[src/rtl/core/lcgs_ram.sv]
// generic simple dual port ram with registered read
// no dependencies
module lcgs_ram #(
    parameter int WIDTH = 8,
    parameter int DEPTH = 256
) (
    input  logic                     i_clk,
    input  logic                     i_we,
    input  logic [$clog2(DEPTH)-1:0] i_waddr,
    input  logic [WIDTH-1:0]         i_wdata,
    input  logic [$clog2(DEPTH)-1:0] i_raddr,
    output logic [WIDTH-1:0]         o_rdata
);
    logic [WIDTH-1:0] r_mem [DEPTH];
    logic [WIDTH-1:0] r_rdata;

    always_ff @(posedge i_clk) begin
        if (i_we) begin
            r_mem[i_waddr] <= i_wdata;
        end
        r_rdata <= r_mem[i_raddr];
    end

    assign o_rdata = r_rdata;
endmodule

[config.mk]
export PLATFORM = sky130hd
export DESIGN_NAME = lcgs_ram
export DESIGN_NICKNAME = d
export VERILOG_FILES = /design/src/rtl/core/lcgs_ram.sv
export SDC_FILE = /design/constraint.sdc
export NUM_CORES = 2
export LEC_CHECK = 0
export ABC_CLOCK_PERIOD_IN_PS = 4600
export BUFFER_PORTS_ARGS = -buffer_cell sky130_fd_sc_hd__buf_4
export CAP_MARGIN = 20
export CORE_ASPECT_RATIO = 0.8
export CORE_MARGIN = 4
export CORE_UTILIZATION = 35
export DETAILED_ROUTE_END_ITERATION = 7
export GPL_TIMING_DRIVEN = 0
export REMOVE_ABC_BUFFERS = 1
export SLEW_MARGIN = 20
export SYNTH_ARGS = -nofsm -noshare
export SYNTH_HDL_FRONTEND = slang
export SYNTH_SLANG_ARGS = --single-unit
[constraint.sdc]
create_clock -name i_clk -period 4.6 [get_ports i_clk]
set_input_delay 1.15 -clock i_clk [delete_from_list [all_inputs] [get_ports i_clk]]
set_output_delay 1.15 -clock i_clk [all_outputs]
set_load 0.01 [all_outputs]
==> summary.md <==
| Metric | Value |
|---|---|
| Hold wc startpoint | i_wdata[5] |
| Post-synthesis cell type count | 55 |
| XOR/XNOR Fraction of Synth Area | 0 |
| R2R depth | 6 |
| Hold Fails Final Rpt | 0 |
| Crit end category | flop |
| Max IR drop VDD | 0.4316 mV |
| Worst hold slack | 0.6660 ns |
| Initial antenna violation count | 7 |
| Longest Clk Path Bufs | 3 |
| GPL Wtd Cong | 0.7696 |
| Pre-CTS setup slack | -1.771 ns |
| Vias/cell | 5.515 |
| Setup WS post-layout | 0.1062 ns |
| P&R area growth vs syn | 12.88% |
| Simple-Gate Fraction of Synth Area | 0.02628 |
| PwrDens | 420.2 nW/um^2 |
| Rows | 156 |
| YS warnings | 0 |
| Sequential share of power | 0.548 |
| Fillers | 19,920 |
| Switching Share | 0.2168 |
| Htree depth | 4 |
| Die height | 434.4 um |
| RSZ-0062 raised after global routing | false |
| RR Startpoint | r_mem[210][5] |
| Hold depth | 1 |
| DRT iter0 DRCs | 4,811 |
| Avg Synthesized Cell Area | 21.31 sq um |
| Grt total ovfl | 0 |
| Min Clock Period, post-route | 4.494 ns |
| Post-route cell area | 89,800 sq um |
| Combinational share of power | 0.051 |
| Asr flop ratio synth | 0 |
| First-pass GRT wire length | 284,300 um |
| Seq/Total Area, Yosys | 0.7750 |
| Via count | 38,340 |
| Initial core utilization | 0.3520 |
| Pleak | 27.06 nW |
| Clock Latency Late Sink | 0.82 ns |
| Max_cap viols | 0 |
| Max-slew violation count | 0 |
| Clock share of power | 0.401 |
| Largest family of logic cells by synthesized area | multiplexers |
| Clock-pin slew on the worst setup and hold paths | 0.06 ns |
| Slew headroom | 0.2005 |
| CP max FO | 76 |
| Post-synth EDFFs | 2,048 |
| Final WL | 197,700 um |
| FF-to-FF setup slack | 1.63 ns |
| Clock buffer count from CTS | 185 |
| NumNets Final | 3,819 |
| Post-Synthesis Cell Area | 79,560 sq um |
| Synth top area share | 0.7730 |
| Layout cell share with drive strength beyond 1 | 0.2221 |
| Chip Width | 541.0 um |
| Largest net degree at the start of global routing | 125 |
| I/O pins | 34 |
| Arr. time, crit path | 5.15 ns |
| Vias in the first global route | 38,310 |
| Die Footprint | 235,000 sq um |
| Commonest cells post-synth | edfxtp_1, mux4_2, nor2_1, mux2i_1, a22oi_1 |
| Hold buffers post-CTS | 0 |
| CP startpoint | i_raddr[1] |
| Crit path kind | primary input to flop |
| Finished Layout Cells | 6,953 |
| Hold crit path type | primary input to flop |
| Ys flop type | edfxtp_1 |
| Post-DP Area | 83,770 sq um |
| Final ANT Viol Nets | 0 |
| Yosys top cell by area | edfxtp_1 |
| Final setup vio count | 0 |
| Sink Count | 2,056 |
| Status | finished clean |
| Crit path required time | 5.25 ns |
| Slew @ Worst Pin | 1.199 ns |
| All-Layer GR Usage | 0.1665 |
| Net switching power figure | 8.180 mW |
| Hold worst-path end | r_mem[83][5] |
| CTS root buf | clkbuf_16 |
| Initial DRT Pass Iterations | 5 |
| Setup Skew | 0.02752 ns |
| Area share of fa/ha/maj cells after synthesis | 0 |
| Per-cell routed wire length | 28.44 um |
| #FFs+latches synth | 2,056 |
| Fmax | 0.2225 GHz |
| PortBufs | 33 |
| Synth Instances | 3,733 |
| Area of the core | 226,000 sq um |
| Mux contribution to synthesized area | 0.1462 |
| Internal | 29.56 mW |
| Part of the cycle the worst path needs | 0.9769 |
| DRC violations left | 0 |
| DPL Wire Length | 117,600 um |
| Compound-cell area share of the yosys netlist | 0.03419 |
| CTS tree | done |
| Total power | 37.74 mW |
| Count leader, synth | edfxtp_1 |
| Layout Utilization | 0.3973 |
| Final setup TNS | 0 ns |
| Worst setup SP type | primary input |
| Worst R2R End | o_rdata[5] |
| Cell count after placement | 6,602 |
| Area contributors post-synth | edfxtp_1, mux4_2, mux2i_1 |
-- placed cells by master, fill, tap and decap left out, types with 30 or more instances in the layout --
cell          n
clkbuf_1     47
edfxtp_1   2048
buf_4        30
nor2_1      278
buf_16       34
o221ai_1     46
mux4_2      454
mux2i_1     134
a21oi_1      96
a22oi_1     133
clkinv_2     32
clkbuf_16   186
clkinv_1     34
nand2_1      31
-- worst max-delay path, cell delays in order --
cell and delay, ns:
buf_8 0.35, buf_16 0.37, buf_16 0.32, buf_16 0.39, buf_16 0.32, mux4_2 0.29
mux4_2 0.33, nor2_1 0.10, a2111oi_2 0.47, nor3_2 0.14, nor4_2 0.52
-- power by group through the flow --
| stage | logic (mW) | registers, mW | clock network [mW] |
|---|---|---|---|
| after global placement | 2.05 | 21.1 | 0 |
| after global routing | 2.05 | 20.7 | 16.2 |
| after floorplan | 0.725 | 21.1 | 0 |
| after detailed placement | 1.92 | 21.1 | 0 |
| after CTS | 1.95 | 20.7 | 15.3 |
| final | 1.94 | 20.7 | 15.1 |
-- sequential cells by signal, indices dropped and copies added, names as in the netlist --
register  cells
r_mem      2048
o_rdata       8
-- cells by family (layout without fill, tap and decap cells) --
group | after synthesis | after routing
buf+inv | 235 | 451
simple gates | 466 | 466
other cells | 0 | 2
compound gates | 385 | 385
mux | 591 | 591
flops | 2056 | 2056
-- repair_timing --
item | in CTS | in global routing
cloned | 4 | 0
gates resized for setup | 8 | 1
buffers inserted | 0 | 0
pin swaps | 0 | 0
setup endpoints to repair | 8 | 1
-- worst max-delay path by stage --
| stage | to | slack, ns | cells past startpoint |
|---|---|---|---|
| after global routing | o_rdata[5] | 0.03 | 9 |
| after floorplan | o_rdata[6] | 1.04 | 6 |
| after detailed placement | o_rdata[1] | -1.77 | 11 |
| final | o_rdata[2] | 0.11 | 11 |
| after CTS | o_rdata[1] | 0.11 | 11 |
| after global placement | o_rdata[1] | -9.87 | 7 |
-- metal layers --
metal / GRT usage / wire length (um)
met1: 0.2477 / 87590
met4: 0.03776 / 3616
met3: 0.03692 / 16240
met2: 0.2509 / 90280
met5: 0 / 0
-- area by class of cell --
class                           count  area (sq um)  share of cell area
Inverter                            2         8.758          0.00009753
Sequential cell                  2056         61660              0.6866
Antenna cell                        2         5.005          0.00005573
Clock buffer                      240          4927             0.05487
Timing Repair Buffer              106          1839             0.02048
Multi-Input combinational cell   1442         16700              0.1859
Tap cell                         3002          3756             0.04183
Clock inverter                    103         910.9             0.01014
(Power assumes the default switching activity.)
